## src/hw/rtl/adc_deadband_change_notifier_macros.svh

```systemverilog
// ----------------------------------------------------------------------------
// Deadband change notifier assertion macros
// Property wrappers for the checks in the top-level RTL file.
// ----------------------------------------------------------------------------
`ifndef ADC_DEADBAND_CHANGE_NOTIFIER_MACROS_SVH
`define ADC_DEADBAND_CHANGE_NOTIFIER_MACROS_SVH

// Same-cycle implication, disabled while reset is asserted.
`define ADN_ASSERT_IMPL(label, clk, rst_n, ante, cons) \
	label: assert property (@(posedge clk) disable iff (!rst_n) (ante) |-> (cons)) \
		else $error("deadband notifier check failed");

// Next-cycle implication, disabled while reset is asserted.
`define ADN_ASSERT_NEXT(label, clk, rst_n, ante, cons) \
	label: assert property (@(posedge clk) disable iff (!rst_n) (ante) |=> (cons)) \
		else $error("deadband notifier check failed");

`endif

```

## src/hw/rtl/adc_dbn_pkg.sv

```systemverilog
// ----------------------------------------------------------------------------
// Deadband change notifier package
// Shared constants, register codes, item types and mask helpers.
// ----------------------------------------------------------------------------
package adc_dbn_pkg;

	localparam int DEF_NUM_SLOTS = 16;
	localparam int NUM_CHANS     = 19;
	localparam int CHAN_W        = 5;
	localparam int VALUE_W       = 16;
	localparam int SLOT_W        = 4;
	localparam int COUNT_W       = 5;
	localparam int MASK_W        = 19;
	localparam int QUEUE_DEPTH   = 2;

	localparam logic [MASK_W-1:0] CHAN_MASK_BITS = 19'h7ffff;
	localparam logic [MASK_W-1:0] INTERNAL_CHANS = 19'h07000;

	localparam logic [MASK_W-1:0]  RST_CHANNEL_MASK  = 19'h000ff;
	localparam logic [VALUE_W-1:0] RST_DEADBAND      = 16'd7;
	localparam logic [VALUE_W-1:0] RST_IDLE_DEADBAND = 16'd0;
	localparam logic [VALUE_W-1:0] RST_IDLE_RELOAD   = 16'd0;

	typedef enum logic [1:0] {
		REG_CHANNEL_MASK  = 2'd0,
		REG_DEADBAND      = 2'd1,
		REG_IDLE_DEADBAND = 2'd2,
		REG_IDLE_RELOAD   = 2'd3
	} reg_idx_t;

	typedef enum logic {
		KIND_SAMPLE  = 1'b0,
		KIND_SERVICE = 1'b1
	} kind_t;

	typedef struct packed {
		logic [MASK_W-1:0]  channel_mask;
		logic [VALUE_W-1:0] deadband;
		logic [VALUE_W-1:0] idle_deadband;
		logic [VALUE_W-1:0] idle_reload;
	} cfg_t;

	typedef struct packed {
		kind_t              kind;
		logic [SLOT_W-1:0]  slot;
		logic [VALUE_W-1:0] value;
	} item_t;

	typedef struct packed {
		logic full;
		logic empty;
	} q_status_t;

	// Channels that can carry a slot: drop the internal ones.
	function automatic logic [MASK_W-1:0] eff_mask(input logic [MASK_W-1:0] m);
		return m & CHAN_MASK_BITS & ~INTERNAL_CHANS;
	endfunction

	// Number of slots that map to an enabled channel, capped.
	function automatic logic [COUNT_W-1:0] slot_count(input logic [MASK_W-1:0] m,
			input logic [COUNT_W-1:0] cap);
		logic [MASK_W-1:0]  e;
		logic [COUNT_W-1:0] n;
		e = eff_mask(m);
		n = '0;
		for (int i = 0; i < NUM_CHANS; i++) begin
			n = n + COUNT_W'(e[i]);
		end
		return (n > cap) ? cap : n;
	endfunction

endpackage

```

## src/hw/rtl/adc_dbn_front.sv

```systemverilog
// ----------------------------------------------------------------------------
// Deadband change notifier front end
// Accepts items, drops samples for slots without a channel, pushes the rest.
// ----------------------------------------------------------------------------
module adc_dbn_front #(
	parameter int NUM_SLOTS = adc_dbn_pkg::DEF_NUM_SLOTS
) (
	input  logic                               in_valid,
	output logic                               in_ready,
	input  logic                               kind,
	input  logic [adc_dbn_pkg::SLOT_W-1:0]     slot,
	input  logic [adc_dbn_pkg::VALUE_W-1:0]    sample_value,
	input  logic [adc_dbn_pkg::MASK_W-1:0]     channel_mask,
	input  logic                               q_full,
	output logic                               push,
	output adc_dbn_pkg::item_t                 push_item
);

	logic [adc_dbn_pkg::COUNT_W-1:0] n_slots;
	logic                            accept;
	logic                            keep;

	assign n_slots  = adc_dbn_pkg::slot_count(channel_mask,
		adc_dbn_pkg::COUNT_W'(NUM_SLOTS));
	assign in_ready = !q_full;
	assign accept   = in_valid && in_ready;

	// Service items always go through; samples only for a mapped slot.
	assign keep = (adc_dbn_pkg::kind_t'(kind) == adc_dbn_pkg::KIND_SERVICE)
		|| ({1'b0, slot} < n_slots);

	assign push            = accept && keep;
	assign push_item.kind  = adc_dbn_pkg::kind_t'(kind);
	assign push_item.slot  = slot;
	assign push_item.value = sample_value;

endmodule

```

## src/hw/rtl/adc_dbn_fifo.sv

```systemverilog
// ----------------------------------------------------------------------------
// Deadband change notifier item queue
// Short first-in first-out queue between front end and back end.
// ----------------------------------------------------------------------------
module adc_dbn_fifo (
	input  logic                  clk,
	input  logic                  arst_n,
	input  logic                  push,
	input  adc_dbn_pkg::item_t    push_item,
	input  logic                  pop,
	output adc_dbn_pkg::item_t    pop_item,
	output adc_dbn_pkg::q_status_t status
);

	localparam int DEPTH = adc_dbn_pkg::QUEUE_DEPTH;
	localparam int PTR_W = (DEPTH > 1) ? $clog2(DEPTH) : 1;
	localparam int CNT_W = $clog2(DEPTH + 1);

	adc_dbn_pkg::item_t mem_q [DEPTH];
	logic [PTR_W-1:0]   wr_ptr_q;
	logic [PTR_W-1:0]   rd_ptr_q;
	logic [CNT_W-1:0]   count_q;
	logic               do_push;
	logic               do_pop;

	assign status.full  = (count_q == CNT_W'(DEPTH));
	assign status.empty = (count_q == '0);
	assign do_push      = push && !status.full;
	assign do_pop       = pop && !status.empty;
	assign pop_item     = mem_q[rd_ptr_q];

	always_ff @(posedge clk) begin
		if (do_push) begin
			mem_q[wr_ptr_q] <= push_item;
		end
	end

	always_ff @(posedge clk or negedge arst_n) begin
		if (!arst_n) begin
			wr_ptr_q <= '0;
			rd_ptr_q <= '0;
			count_q  <= '0;
		end else begin
			if (do_push) begin
				wr_ptr_q <= (wr_ptr_q == PTR_W'(DEPTH - 1)) ? '0 : wr_ptr_q + PTR_W'(1);
			end
			if (do_pop) begin
				rd_ptr_q <= (rd_ptr_q == PTR_W'(DEPTH - 1)) ? '0 : rd_ptr_q + PTR_W'(1);
			end
			if (do_push && !do_pop) begin
				count_q <= count_q + CNT_W'(1);
			end else if (do_pop && !do_push) begin
				count_q <= count_q - CNT_W'(1);
			end
		end
	end

endmodule

```

## src/hw/rtl/adc_dbn_back.sv

```systemverilog
// ----------------------------------------------------------------------------
// Deadband change notifier back end
// Per-slot deadband update and ascending scan of flagged slots on service.
// ----------------------------------------------------------------------------
module adc_dbn_back #(
	parameter int NUM_SLOTS = adc_dbn_pkg::DEF_NUM_SLOTS
) (
	input  logic                            clk,
	input  logic                            arst_n,
	input  adc_dbn_pkg::cfg_t               cfg,
	input  logic                            q_empty,
	input  adc_dbn_pkg::item_t              q_item,
	output logic                            pop,
	output logic                            out_valid,
	input  logic                            out_ready,
	output logic [adc_dbn_pkg::CHAN_W-1:0]  channel_number,
	output logic [adc_dbn_pkg::VALUE_W-1:0] published_value,
	output logic                            last
);

	localparam int IDX_W = (NUM_SLOTS > 1) ? $clog2(NUM_SLOTS) : 1;
	localparam int VW    = adc_dbn_pkg::VALUE_W;
	localparam int CW    = adc_dbn_pkg::CHAN_W;
	localparam int NW    = adc_dbn_pkg::COUNT_W;

	typedef enum logic [3:0] {
		ST_IDLE = 4'b0001,
		ST_EXEC = 4'b0010,
		ST_SCAN = 4'b0100,
		ST_EMIT = 4'b1000
	} state_t;

	state_t                 state_q;
	logic [VW-1:0]          pub_mem [NUM_SLOTS];
	logic [VW-1:0]          cnt_mem [NUM_SLOTS];
	logic [NUM_SLOTS-1:0]   vld_q;
	logic [NUM_SLOTS-1:0]   flags_q;
	logic [NUM_SLOTS-1:0]   pend_q;
	logic [VW-1:0]          pub_rd_q;
	logic [VW-1:0]          cnt_rd_q;
	logic                   rd_vld_q;
	logic [IDX_W-1:0]       slot_q;
	logic [VW-1:0]          value_q;
	logic [CW-1:0]          chan_q;
	logic [NW-1:0]          rank_q;
	logic [CW-1:0]          emit_chan_q;
	logic                   emit_last_q;
	logic                   out_valid_q;
	logic [CW-1:0]          channel_number_q;
	logic [VW-1:0]          published_value_q;
	logic                   last_q;

	logic [adc_dbn_pkg::MASK_W-1:0] eff;
	logic [NW-1:0]          n_slots;
	logic [NUM_SLOTS-1:0]   low_mask;
	logic [NUM_SLOTS-1:0]   pend_clr;
	logic [IDX_W-1:0]       rank_idx;
	logic [IDX_W-1:0]       rd_idx;
	logic                   rd_en;
	logic                   scan_hit;
	logic [VW-1:0]          pub_v;
	logic [VW-1:0]          cnt_v;
	logic [VW-1:0]          diff;
	logic [VW-1:0]          band;
	logic                   publish;
	logic                   pub_we;
	logic                   cnt_we;
	logic [VW-1:0]          cnt_next;
	logic                   out_free;

	assign eff      = adc_dbn_pkg::eff_mask(cfg.channel_mask);
	assign n_slots  = adc_dbn_pkg::slot_count(cfg.channel_mask, NW'(NUM_SLOTS));
	assign rank_idx = rank_q[IDX_W-1:0];

	always_comb begin
		for (int i = 0; i < NUM_SLOTS; i++) begin
			low_mask[i] = (NW'(i) < n_slots);
			pend_clr[i] = pend_q[i] && (IDX_W'(i) != rank_idx);
		end
	end

	assign pop      = (state_q == ST_IDLE) && !q_empty;
	assign scan_hit = (state_q == ST_SCAN) && (pend_q != '0) && eff[chan_q]
		&& pend_q[rank_idx];
	assign rd_en    = (pop && (q_item.kind == adc_dbn_pkg::KIND_SAMPLE)) || scan_hit;
	assign rd_idx   = (state_q == ST_IDLE) ? q_item.slot[IDX_W-1:0] : rank_idx;

	// Entries never written read as zero.
	assign pub_v = rd_vld_q ? pub_rd_q : '0;
	assign cnt_v = rd_vld_q ? cnt_rd_q : '0;

	assign diff    = (value_q > pub_v) ? (value_q - pub_v) : (pub_v - value_q);
	assign band    = ((cnt_v != '0) || (cfg.idle_deadband == '0)) ? cfg.deadband
		: cfg.idle_deadband;
	assign publish = diff > band;

	assign pub_we   = (state_q == ST_EXEC) && publish;
	assign cnt_we   = (state_q == ST_EXEC) && (publish || (cnt_v != '0));
	assign cnt_next = publish ? cfg.idle_reload : (cnt_v - VW'(1));

	assign out_free = !out_valid_q || out_ready;

	always_ff @(posedge clk) begin
		if (pub_we) begin
			pub_mem[slot_q] <= value_q;
		end
		if (cnt_we) begin
			cnt_mem[slot_q] <= cnt_next;
		end
		if (rd_en) begin
			pub_rd_q <= pub_mem[rd_idx];
			cnt_rd_q <= cnt_mem[rd_idx];
			rd_vld_q <= vld_q[rd_idx];
		end
		if (pop) begin
			slot_q  <= q_item.slot[IDX_W-1:0];
			value_q <= q_item.value;
		end
		if (scan_hit) begin
			emit_chan_q <= chan_q;
			emit_last_q <= (pend_clr == '0);
		end
		if ((state_q == ST_EMIT) && out_free) begin
			channel_number_q  <= emit_chan_q;
			published_value_q <= pub_v;
			last_q            <= emit_last_q;
		end
	end

	always_ff @(posedge clk or negedge arst_n) begin
		if (!arst_n) begin
			state_q     <= ST_IDLE;
			vld_q       <= '0;
			flags_q     <= '0;
			pend_q      <= '0;
			chan_q      <= '0;
			rank_q      <= '0;
			out_valid_q <= 1'b0;
		end else begin
			// Load a new report, or drop the one just taken.
			if ((state_q == ST_EMIT) && out_free) begin
				out_valid_q <= 1'b1;
			end else if (out_ready) begin
				out_valid_q <= 1'b0;
			end
			unique case (state_q)
				ST_IDLE: begin
					if (pop) begin
						if (q_item.kind == adc_dbn_pkg::KIND_SERVICE) begin
							// Snapshot the flags of mapped slots and clear them all.
							pend_q  <= flags_q & low_mask;
							flags_q <= '0;
							chan_q  <= '0;
							rank_q  <= '0;
							state_q <= ST_SCAN;
						end else begin
							state_q <= ST_EXEC;
						end
					end
				end
				ST_EXEC: begin
					if (publish) begin
						vld_q[slot_q]   <= 1'b1;
						flags_q[slot_q] <= 1'b1;
					end
					state_q <= ST_IDLE;
				end
				ST_SCAN: begin
					if (pend_q == '0) begin
						state_q <= ST_IDLE;
					end else begin
						if (eff[chan_q]) begin
							rank_q <= rank_q + NW'(1);
						end
						chan_q <= chan_q + CW'(1);
						if (scan_hit) begin
							pend_q  <= pend_clr;
							state_q <= ST_EMIT;
						end
					end
				end
				ST_EMIT: begin
					if (out_free) begin
						state_q <= ST_SCAN;
					end
				end
				default: begin
					state_q <= ST_IDLE;
				end
			endcase
		end
	end

	assign out_valid       = out_valid_q;
	assign channel_number  = channel_number_q;
	assign published_value = published_value_q;
	assign last            = last_q;

endmodule

```

## src/hw/rtl/adc_deadband_change_notifier.sv

```systemverilog
// Sample item: the back end reads the slot store, then compares and writes.
// Service item: channels are scanned upward to the highest flagged one (at most 19), one report
// per flagged slot; reports leave through a one-entry output register.
// A two-entry queue sits between front end and back end; in_ready drops only when full.
// Reset clears flags, per-slot valid bits and control registers at once; no clearing pass.
// ----------------------------------------------------------------------------
// Deadband change notifier top level
// Configuration registers, front end, item queue and back end.
// ----------------------------------------------------------------------------
`include "adc_deadband_change_notifier_macros.svh"

module adc_deadband_change_notifier #(
	parameter int NUM_SLOTS = adc_dbn_pkg::DEF_NUM_SLOTS
) (
	input  logic                            clk,
	input  logic                            arst_n,
	input  logic                            in_valid,
	output logic                            in_ready,
	input  logic                            kind,
	input  logic [adc_dbn_pkg::SLOT_W-1:0]  slot,
	input  logic [adc_dbn_pkg::VALUE_W-1:0] sample_value,
	output logic                            out_valid,
	input  logic                            out_ready,
	output logic [adc_dbn_pkg::CHAN_W-1:0]  channel_number,
	output logic [adc_dbn_pkg::VALUE_W-1:0] published_value,
	output logic                            last,
	input  logic                            cfg_valid,
	output logic                            cfg_ready,
	input  logic [1:0]                      cfg_index,
	input  logic [adc_dbn_pkg::MASK_W-1:0]  cfg_data
);

	adc_dbn_pkg::cfg_t      cfg_q;
	adc_dbn_pkg::item_t     push_item;
	adc_dbn_pkg::item_t     pop_item;
	adc_dbn_pkg::q_status_t q_stat;
	logic                   q_push;
	logic                   q_pop;
	logic                   chan_ok;

	assign cfg_ready = 1'b1;

	always_ff @(posedge clk or negedge arst_n) begin
		if (!arst_n) begin
			cfg_q.channel_mask  <= adc_dbn_pkg::RST_CHANNEL_MASK;
			cfg_q.deadband      <= adc_dbn_pkg::RST_DEADBAND;
			cfg_q.idle_deadband <= adc_dbn_pkg::RST_IDLE_DEADBAND;
			cfg_q.idle_reload   <= adc_dbn_pkg::RST_IDLE_RELOAD;
		end else if (cfg_valid && cfg_ready) begin
			unique case (adc_dbn_pkg::reg_idx_t'(cfg_index))
				adc_dbn_pkg::REG_CHANNEL_MASK:
					cfg_q.channel_mask <= cfg_data & adc_dbn_pkg::CHAN_MASK_BITS;
				adc_dbn_pkg::REG_DEADBAND:
					cfg_q.deadband <= cfg_data[adc_dbn_pkg::VALUE_W-1:0];
				adc_dbn_pkg::REG_IDLE_DEADBAND:
					cfg_q.idle_deadband <= cfg_data[adc_dbn_pkg::VALUE_W-1:0];
				adc_dbn_pkg::REG_IDLE_RELOAD:
					cfg_q.idle_reload <= cfg_data[adc_dbn_pkg::VALUE_W-1:0];
				default: begin
				end
			endcase
		end
	end

	adc_dbn_front #(
		.NUM_SLOTS(NUM_SLOTS)
	) u_front (
		.in_valid    (in_valid),
		.in_ready    (in_ready),
		.kind        (kind),
		.slot        (slot),
		.sample_value(sample_value),
		.channel_mask(cfg_q.channel_mask),
		.q_full      (q_stat.full),
		.push        (q_push),
		.push_item   (push_item)
	);

	adc_dbn_fifo u_fifo (
		.clk      (clk),
		.arst_n   (arst_n),
		.push     (q_push),
		.push_item(push_item),
		.pop      (q_pop),
		.pop_item (pop_item),
		.status   (q_stat)
	);

	adc_dbn_back #(
		.NUM_SLOTS(NUM_SLOTS)
	) u_back (
		.clk            (clk),
		.arst_n         (arst_n),
		.cfg            (cfg_q),
		.q_empty        (q_stat.empty),
		.q_item         (pop_item),
		.pop            (q_pop),
		.out_valid      (out_valid),
		.out_ready      (out_ready),
		.channel_number (channel_number),
		.published_value(published_value),
		.last           (last)
	);

	// Reported channels exist and are never internal ones.
	assign chan_ok = (channel_number < 5'd19)
		&& !((channel_number >= 5'd12) && (channel_number <= 5'd14));

	`ADN_ASSERT_IMPL(a_chan_legal, clk, arst_n, out_valid, chan_ok)
	`ADN_ASSERT_IMPL(a_no_overflow, clk, arst_n, q_push, !q_stat.full)
	`ADN_ASSERT_IMPL(a_no_underflow, clk, arst_n, q_pop, !q_stat.empty)
	`ADN_ASSERT_NEXT(a_push_holds, clk, arst_n, q_push && !q_pop, !q_stat.empty)

endmodule
```

## config.mk

```make
export PLATFORM = sky130hd
export DESIGN_NAME = adc_deadband_change_notifier
export DESIGN_NICKNAME = d
export VERILOG_FILES = /design/src/hw/rtl/adc_dbn_pkg.sv /design/src/hw/rtl/adc_dbn_front.sv /design/src/hw/rtl/adc_dbn_fifo.sv /design/src/hw/rtl/adc_dbn_back.sv /design/src/hw/rtl/adc_deadband_change_notifier.sv
export VERILOG_INCLUDE_DIRS = /design/src /design/src/hw/rtl
export SDC_FILE = /design/constraint.sdc
export NUM_CORES = 1
export LEC_CHECK = 0
export ABC_AREA = 1
export BUFFER_PORTS_ARGS = -buffer_cell sky130_fd_sc_hd__buf_2
export CAP_MARGIN = 20
export CORE_ASPECT_RATIO = 1.5
export CORE_MARGIN = 2
export CORE_UTILIZATION = 28
export DETAILED_ROUTE_END_ITERATION = 7
export PLACE_DENSITY = 0.38
export SLEW_MARGIN = 25
export SYNTH_ARGS = -nofsm -noshare
export SYNTH_HDL_FRONTEND = slang
export SYNTH_SLANG_ARGS = --single-unit
```

## constraint.sdc

```tcl
create_clock -name clk -period 13.2 [get_ports clk]
set_clock_uncertainty 0.1 [all_clocks]
set_input_delay 0.66 -clock clk [delete_from_list [all_inputs] [get_ports clk]]
set_output_delay 0.66 -clock clk [all_outputs]
set_load 0.1 [all_outputs]
```

==> results of run 1 <==
[repair_timing]
action                                  4_1_cts  5_1_grt
hold endpoints to repair                     60        0
hold buffers                                  1        0
resized for setup                             0        0
endpoints found under the setup margin        0        0
[registers in the layout, indices dropped and copies added (netlist names)]
register and flops:
cfg_q 64, u_back.chan_q 5, u_back.channel_number 5, u_back.cnt_mem 256, u_back.cnt_rd_q 16, u_back.emit_chan_q 5, u_back.emit_last_q 1, u_back.flags_q 16
u_back.last 1, u_back.out_valid 1, u_back.pend_q 16, u_back.pub_mem 256, u_back.pub_rd_q 16, u_back.published_value 16, u_back.rank_q 4, u_back.rd_vld_q 1
u_back.slot_q 4, u_back.state_q 4, u_back.value_q 16, u_back.vld_q 16, u_fifo.count_q 2, u_fifo.mem_q 42, u_fifo.rd_ptr_q 1, u_fifo.wr_ptr_q 1
[cells by family after synthesis]
logic type	count (synthesis)	synth area share
other cells	1	0.000106
fa+ha+maj	75	0.0291
flops	765	0.633
xor+xnor	37	0.00918
simple gates	1679	0.195
compound gates	414	0.0647
buf+inv	601	0.0689
[routing by layer]
metal / GRT usage / up-vias / share of wire
met2: 0.325 / 396 / 0.53
met3: 0.0194 / 149 / 0.029
met4: 0.0689 / 0 / 0.037
met5: 0 / - / 0
li1: - / 12000 / -
met1: 0.200 / 11700 / 0.40
[layout make-up]
type | count | area share
flip-flops and latches | 765 | 0.553
multi-input cells | 2206 | 0.268
clock buffers | 116 | 0.0560
well taps | 1610 | 0.0499
inverters | 445 | 0.0415
repair buffers | 136 | 0.0221
clock inverters | 34 | 0.00930
diodes | 2 | 0.000124
[critical path, stage by stage, from the launching register on]
cell	delay (ns)
dfstp_2	0.55
ha_1	0.23
inv_1	0.07
fa_1	0.43
fa_1	0.51
fa_1	0.55
fa_1	0.44
fa_1	0.41
fa_1	0.42
inv_1	0.08
nand3_1	0.06
nand2_1	0.19
clkinv_1	0.27
nand2_1	0.16
ha_1	0.24
inv_1	0.07
nor3_1	0.05
a21oi_1	0.12
nand2_1	0.20
nand2_1	0.11
nand2_1	0.12
nor2_2	0.49
buf_4	0.31
[worst min path at each step]
stage          slack, ns                  endpoint             startpoint
6_report             0.1       u_fifo.mem_q[1][13]       sample_value[13]
2_1_floorplan       0.26                  cfg_q[0]                 arst_n
3_5_place_dp        0.31  u_back.channel_number[0]  u_back.emit_chan_q[0]
4_1_cts             0.04       u_fifo.mem_q[1][14]       sample_value[14]
5_1_grt             0.07       u_fifo.mem_q[1][14]       sample_value[14]
3_3_place_gp        0.30  u_back.channel_number[3]  u_back.emit_chan_q[3]
[placed cells by master (no fill, tap or decap), drive strengths merged, types with 5 or more instances in the layout]
master  instances
ha             63
or2            14
nor2          140
clkinv         29
dfstp          12
fa             12
nor4            5
a21oi          87
xor2           28
bufinv          8
o211ai         68
xnor2           9
buf           135
o21ai         239
edfxtp        635
a31oi           5
nand2        1150
nand4          11
nand3         345
clkbuf        116
dfrtp         118
nor3            8
inv           442
[per-stage QoR]
stage / hold WS, ns / util / instance area (µm²) / setup WS [ns] / std cells
after floorplan: 0.264 / - / 35300 / 7.13 / 3572
after global placement: 0.305 / 0.300 / 37600 / 6.53 / 5158
after detailed placement: 0.308 / 0.301 / 37700 / 6.66 / 5160
after CTS: 0.0361 / 0.322 / 40300 / 6.62 / 5311
after global routing: 0.0727 / 0.323 / 40400 / 6.30 / 5312
final: 0.0977 / 0.323 / 40400 / 6.71 / 5314
==> key figures, run 1 <==
Detailed routing
  – DR WL/cell: 21.0 µm
  – 1st-pass router iterations: 6
  – Drt drc: 0
  – Routed WL: 112 mm
  – Via density: 4.56
  – Drt initial violations: 1381
  – Vias: 24300
  – Routed Antenna Nets: 0

Synthesis
  – Area leader, netlist: edfxtp_1
  – Synth Instances: 3572
  – Syn Std Cell Area: 35300 µm²
  – Main area contributors after synthesis: edfxtp_1, nand2_1, dfrtp_1, nand3_1, inv_1
  – EDFF count, synth: 635
  – Cell with the most instances after synthesis: nand2_1
  – Commonest cells in the netlist: nand2_1, edfxtp_1, inv_1
  – Post-synth top flop: edfxtp_1
  – Sequential fraction of the synthesis area: 0.633
  – Synth top area share: 0.540
  – Ys async rst share: 0.170
  – Synth cell types: 46
  – Yosys warns: 0
  – Post-Syn Area per Cell: 9.89 µm²
  – Syn Nets: 3694
  – Yosys reg bits: 765

Floorplanning
  – Boundary pin count: 72
  – Die area: 129000 µm²
  – Core Box Area: 125000 µm²
  – DIE WIDTH: 294 µm
  – Initial core utilization: 0.282
  – FP Rows: 159
  – Die Span Y: 439 µm

Global route
  – First-pass GRT wire length: 165 mm
  – GRT overflow: 0
  – Initial antenna violation count: 0
  – Largest net degree at the start of global routing: 189
  – Number of global-route vias before repair: 24700
  – GRT Total Usage: 0.174

Clock tree
  – CTS sink cnt: 765
  – Clk pin slew, worst setup/hold paths: 0.06 ns
  – Clock buffer depth: 3
  – Worst skew pair latency: 0.65 ns
  – Post-CTS Setup Bufs: 0
  – CTS root buf: clkbuf_16
  – CTS H-Tree Depth: 3
  – TritonCTS Buffers: 84
  – CTS tree: yes

STA
  – Slew margin rel.: 0.288
  – Unrepaired setup endpoints after global routing: false
  – Final period util: 0.492
  – Setup tns final: 0 ns
  – F_max: 154 MHz
  – Worst-margin pin slew: 1.06 ns
  – Minimum clock period: 6.49 ns
  – Pins Over Slew Limit: 0
  – Final Hold Vio Count: 0
  – Setup violators final: 0

Min path
  – Worst hold path type: input pin to flip-flop
  – Hold depth: 1

Layout
  – Area Growth Syn to Fin: 14.4%
  – Share of cells above drive strength 1: 0.0932
  – Fillers: 12700
  – Multi-input gate area in the final layout: 10800 µm²
  – Nets@finish: 3760
  – Seq. cell area: 22300 µm²

Placed design
  – IO buf count: 70
  – HPWL after DPL: 74.3 mm
  – RePlAce Congestion: 0.836

Setup path
  – Critical Path End Type: flip-flop
  – WP data required: 13.45 ns
  – Register-to-Register Path Depth: 22
  – Critical Path Source Type: flip-flop
  – Reg-to-reg startpoint: cfg_q[49]
  – R2R Setup Slk: 6.71 ns
  – Reg-to-Reg End: u_fifo.mem_q[1][5]
  – Worst Setup SP: cfg_q[49]
  – Crit Path Class: flip-flop to flip-flop
  – CP arrival: 6.74 ns
  – CP Capture Point: u_fifo.mem_q[1][5]
  – Max FO, Critical Path: 12

Run
  – Max-Cap Viols: 0

Run status
  – Status: finished, final reports clean
Power of run 1 is not shown: default switching activity piles up to over one toggle a cycle in this logic, so the estimate is an artifact.
==> run 2: changes to the inputs <==
--- a/config.mk
+++ b/config.mk
@@ -6,7 +6,7 @@
 export SDC_FILE = /design/constraint.sdc
 export NUM_CORES = 1
 export LEC_CHECK = 0
-export ABC_AREA = 1
+export ABC_AREA = 0
 export BUFFER_PORTS_ARGS = -buffer_cell sky130_fd_sc_hd__buf_2
 export CAP_MARGIN = 20
 export CORE_ASPECT_RATIO = 1.5
==> constraint.sdc (replaced) <==
create_clock -name clk -period 6.8 [get_ports clk]
set_clock_uncertainty 0.1 [all_clocks]
set_input_delay 0.34 -clock clk [delete_from_list [all_inputs] [get_ports clk]]
set_output_delay 0.34 -clock clk [all_outputs]
set_load 0.1 [all_outputs]
==> run 2 against run 1 <==
  * Global-route usage down 1.4 points
  * Critical path depth decreased by 3
  * Non-clock buffer count grew 53
  * Cell count decreased by 29%
  * First-iteration DRC count is 20% lower
  * Count of clock-buffer cells in the layout is 23 lower
  * Final area decreased by 4.3%
  * Synthesized cell count decreased by 44%
  * Routed wire length down 15%
  * Die area fell by 6.9%
  * Core utilization up 0.79 points
  * Maximum frequency increased by 4.3%
  * Critical endpoint is now u_back.pub_mem[6][5]
  * Highest routed layer unchanged
==> key figures, run 2 <==
Run status
  – Status: finished, final reports clean

Synthesis
  – Syn Nets: 2126 (-42%)
  – Cell with the most instances after synthesis: edfxtp_1
  – Area leader, netlist: edfxtp_1
  – Commonest cells in the netlist: edfxtp_1, mux4_2, dfrtp_1
  – Synth cell types: 74 (+61%)
  – Syn Std Cell Area: 32900 µm² (-6.9%)
  – Synth top area share: 0.580 (+0.0402)
  – Yosys reg bits: 765 (unchanged)
  – Post-Syn Area per Cell: 16.4 µm² (+66%)
  – Yosys warns: 0 (unchanged)
  – Main area contributors after synthesis: edfxtp_1, mux4_2, dfrtp_1, mux2_2, ha_1
  – Post-synth top flop: edfxtp_1
  – EDFF count, synth: 635 (unchanged)
  – Sequential fraction of the synthesis area: 0.680 (+0.0471)
  – Synth Instances: 2004 (-44%)
  – Ys async rst share: 0.170 (unchanged)

Layout
  – Most frequent cells in the layout: edfxtp_1, mux4_2, dfrtp_1
  – Biggest regs: u_back.cnt_mem x256, u_back.pub_mem x256, cfg_q x64
  – Final core area utilization: 0.331 (+0.00787)
  – Fin area: 38700 µm² (-4.3%)
  – Nets@finish: 2293 (-39%)
  – Commonest non-fill, non-tap cell in the layout: edfxtp_1
  – Share of cells above drive strength 1: 0.245 (+0.152)
  – # diodes: 0 (-2)
  – Area Growth Syn to Fin: 17.6%
  – Fillers: 11300 (-11%)

Setup path
  – Cells along the critical path: nand2_1 -> ha_1 -> and4_1 -> nand2_1 -> or4_4 -> a21boi_2 -> buf_4 -> a211oi_1 -> a21oi_1 -> xor2_1 -> ha_1 -> and4_1 -> nor4bb_1 -> or3_1 -> a21o_1 -> o21ai_4 -> nand2_1 -> nor2_2 -> buf_4
  – Critical Path Source Type: flip-flop
  – Critical Path End Type: flip-flop
  – Top cell family by delay on the critical path: simple AND/OR/NAND/NOR gates
  – Reg-to-Reg End: u_back.pub_mem[6][5]
  – Register-to-Register Path Depth: 19 (-14%)
  – CP arrival: 6.48 ns (-0.26 ns)
  – WP data required: 7.05 ns (-6.40 ns)
  – CP dominant cell by count: nand2_1
  – CP Capture Point: u_back.pub_mem[6][5]
  – Reg-to-reg startpoint: u_back.rd_vld_q
  – Max FO, Critical Path: 17 (+5)
  – Crit path depth: 19 (-14%)
  – Worst path slowest cell: edfxtp_1
  – Worst Setup SP: u_back.rd_vld_q
  – Crit Path Class: flip-flop to flip-flop
  – Max incr delay on CP: 0.73 ns (+0.18 ns)
  – Critical path buffers and inverters: 2 (-3)
  – R2R Setup Slk: 0.57 ns (-6.13 ns)

Floorplanning
  – FP Rows: 154 (-3.1%)
  – Initial core utilization: 0.281 (-0.00120)
  – Die Span Y: 424 µm (-3.5%)
  – Boundary pin count: 72 (unchanged)
  – Die area: 120000 µm² (-6.9%)
  – DIE WIDTH: 284 µm (-3.5%)
  – Core Box Area: 117000 µm² (-6.5%)

Pwr
  – Total Power: 0.0230 W
  – Max VDD drop: 0.629 mV
  – Power Density: 594 nW/µm²
  – Leakage: 13.8 nW

Detailed routing
  – Drt drc: 0 (unchanged)
  – DR WL/cell: 25.1 µm (+20%)
  – Via density: 4.78 (+4.7%)
  – Wl on met1: 39.5 mm (-13%)
  – Routed WL: 95.3 mm (-15%)
  – Vias: 18100 (-25%)
  – Met2 wire len: 50.9 mm (-14%)
  – Highest metal used: met4
  – 1st-pass router iterations: 5 (-1)
  – Metal3 WL: 2.70 mm (-16%)
  – Routed Antenna Nets: 0 (unchanged)
  – Drt initial violations: 1107 (-20%)

STA
  – Setup tns final: 0 ns (unchanged)
  – Minimum clock period: 6.23 ns (-0.267 ns)
  – F_max: 161 MHz (+4.3%)
  – Setup violators final: 0 (unchanged)
  – Final Hold Vio Count: 0 (unchanged)
  – Unrepaired setup endpoints after global routing: false
  – Pins Over Slew Limit: 0 (unchanged)
  – Slew margin rel.: 0.329 (+0.0405)
  – Final setup margin: 0.574 ns (-6.13 ns)
  – Final period util: 0.916 (+0.424)
  – Worst-margin pin slew: 0.986 ns (-0.0737 ns)

Clock tree
  – CTS tree: yes
  – CTS H-Tree Depth: 3 (unchanged)
  – CTS sink cnt: 765 (unchanged)
  – Worst skew pair latency: 0.68 ns (+0.03 ns)
  – Post-CTS Setup Bufs: 0 (unchanged)
  – Clock buffer depth: 3 (unchanged)
  – CTS root buf: clkbuf_16
  – Clk pin slew, worst setup/hold paths: 0.07 ns (about the same)
  – TritonCTS Buffers: 78 (-7.1%)

Placed design
  – HPWL after DPL: 63.7 mm (-14%)
  – RePlAce Congestion: 0.814 (-2.6%)
  – DP Area: 35700 µm² (-5.3%)
  – Dpl ws: 0.521 ns (-6.14 ns)
  – IO buf count: 70 (unchanged)

Global route
  – Number of global-route vias before repair: 19500 (-21%)
  – GRT overflow: 0 (unchanged)
  – Largest net degree at the start of global routing: 73 (-61%)
  – GRT Total Usage: 0.159 (-0.0144)
  – First-pass GRT wire length: 139 mm (-16%)
  – Initial antenna violation count: 0 (unchanged)

Run
  – Max-Cap Viols: 0 (unchanged)

Min path
  – Worst hold path type: input pin to flip-flop
==> run 2: cell type report <==
type	instances	area [µm²]	share of cell area
clock buffer	93	2010	0.0519
tap	1560	1950	0.0505
multi-input combinational	1065	9930	0.257
clock inverter	49	598	0.0155
inverter	72	270	0.00699
timing repair buffer	189	1570	0.0407
sequential	765	22300	0.578
==> run 2: logic make-up after synthesis <==
kind of cell,Yosys count,share of synthesized area
adder cells (fa/ha/maj),75,0.0313
XOR/XNOR,34,0.00906
AO/OA/AOI/OAI,326,0.0642
AND/OR/NAND/NOR,352,0.0525
other,1,0.000114
buffers and inverters,174,0.0238
multiplexers,277,0.139
flip-flops,765,0.680
==> run 2: layer usage <==
metal  vias to the layer above  GRT usage
li1                       8119          -
met1                      9557      0.193
met2                       352      0.292
met3                       106     0.0199
met4                         0     0.0513
met5                         -          0
==> run 2: worst reg2reg max path, stage by stage, from the launching register on <==
cell      delay [ns]
edfxtp_1        0.73
nand2_1         0.16
ha_1            0.51
and4_1          0.33
nand2_1         0.11
or4_4           0.53
a21boi_2        0.26
buf_4           0.26
a211oi_1        0.21
a21oi_1         0.08
xor2_1          0.15
ha_1            0.31
and4_1          0.21
nor4bb_1        0.16
or3_1           0.31
a21o_1          0.20
o21ai_4         0.23
nand2_1         0.51
nor2_2          0.22
buf_4           0.30
==> run 2: timing repair <==
| action | CTS | global route |
|---|---|---|
| hold buffers | 39 | 0 |
| gates resized for setup | 0 | 0 |
| hold endpoints to repair | 125 | 0 |
==> run 2: worst min-delay path by stage <==
| stage | from | to | slack [ns] | depth (start not counted) |
|---|---|---|---|---|
| 3_3_place_gp | arst_n | cfg_q[65] | 0.27 | 1 |
| 5_1_grt | cfg_data[10] | cfg_q[58] | 0.05 | 3 |
| 2_1_floorplan | arst_n | cfg_q[0] | -0.06 | 0 |
| 6_report | cfg_data[10] | cfg_q[58] | 0.06 | 3 |
| 4_1_cts | cfg_data[10] | cfg_q[58] | 0.02 | 3 |
| 3_5_place_dp | arst_n | cfg_q[65] | 0.28 | 1 |
==> run 2: through the flow <==
step           hold WS [ns]  std cells
2_1_floorplan       -0.0556       2004
3_3_place_gp          0.275       3612
3_5_place_dp          0.284       3612
4_1_cts              0.0179       3793
5_1_grt              0.0523       3793
6_report             0.0564       3793
==> run 2: where the power goes <==
part           switching (W)  internal (W)  leakage (nW)
clock network        0.00193       0.00252          1.25
registers           0.000450       0.00787          7.38
logic                0.00659       0.00361          5.12
(Power assumes the default switching activity.)
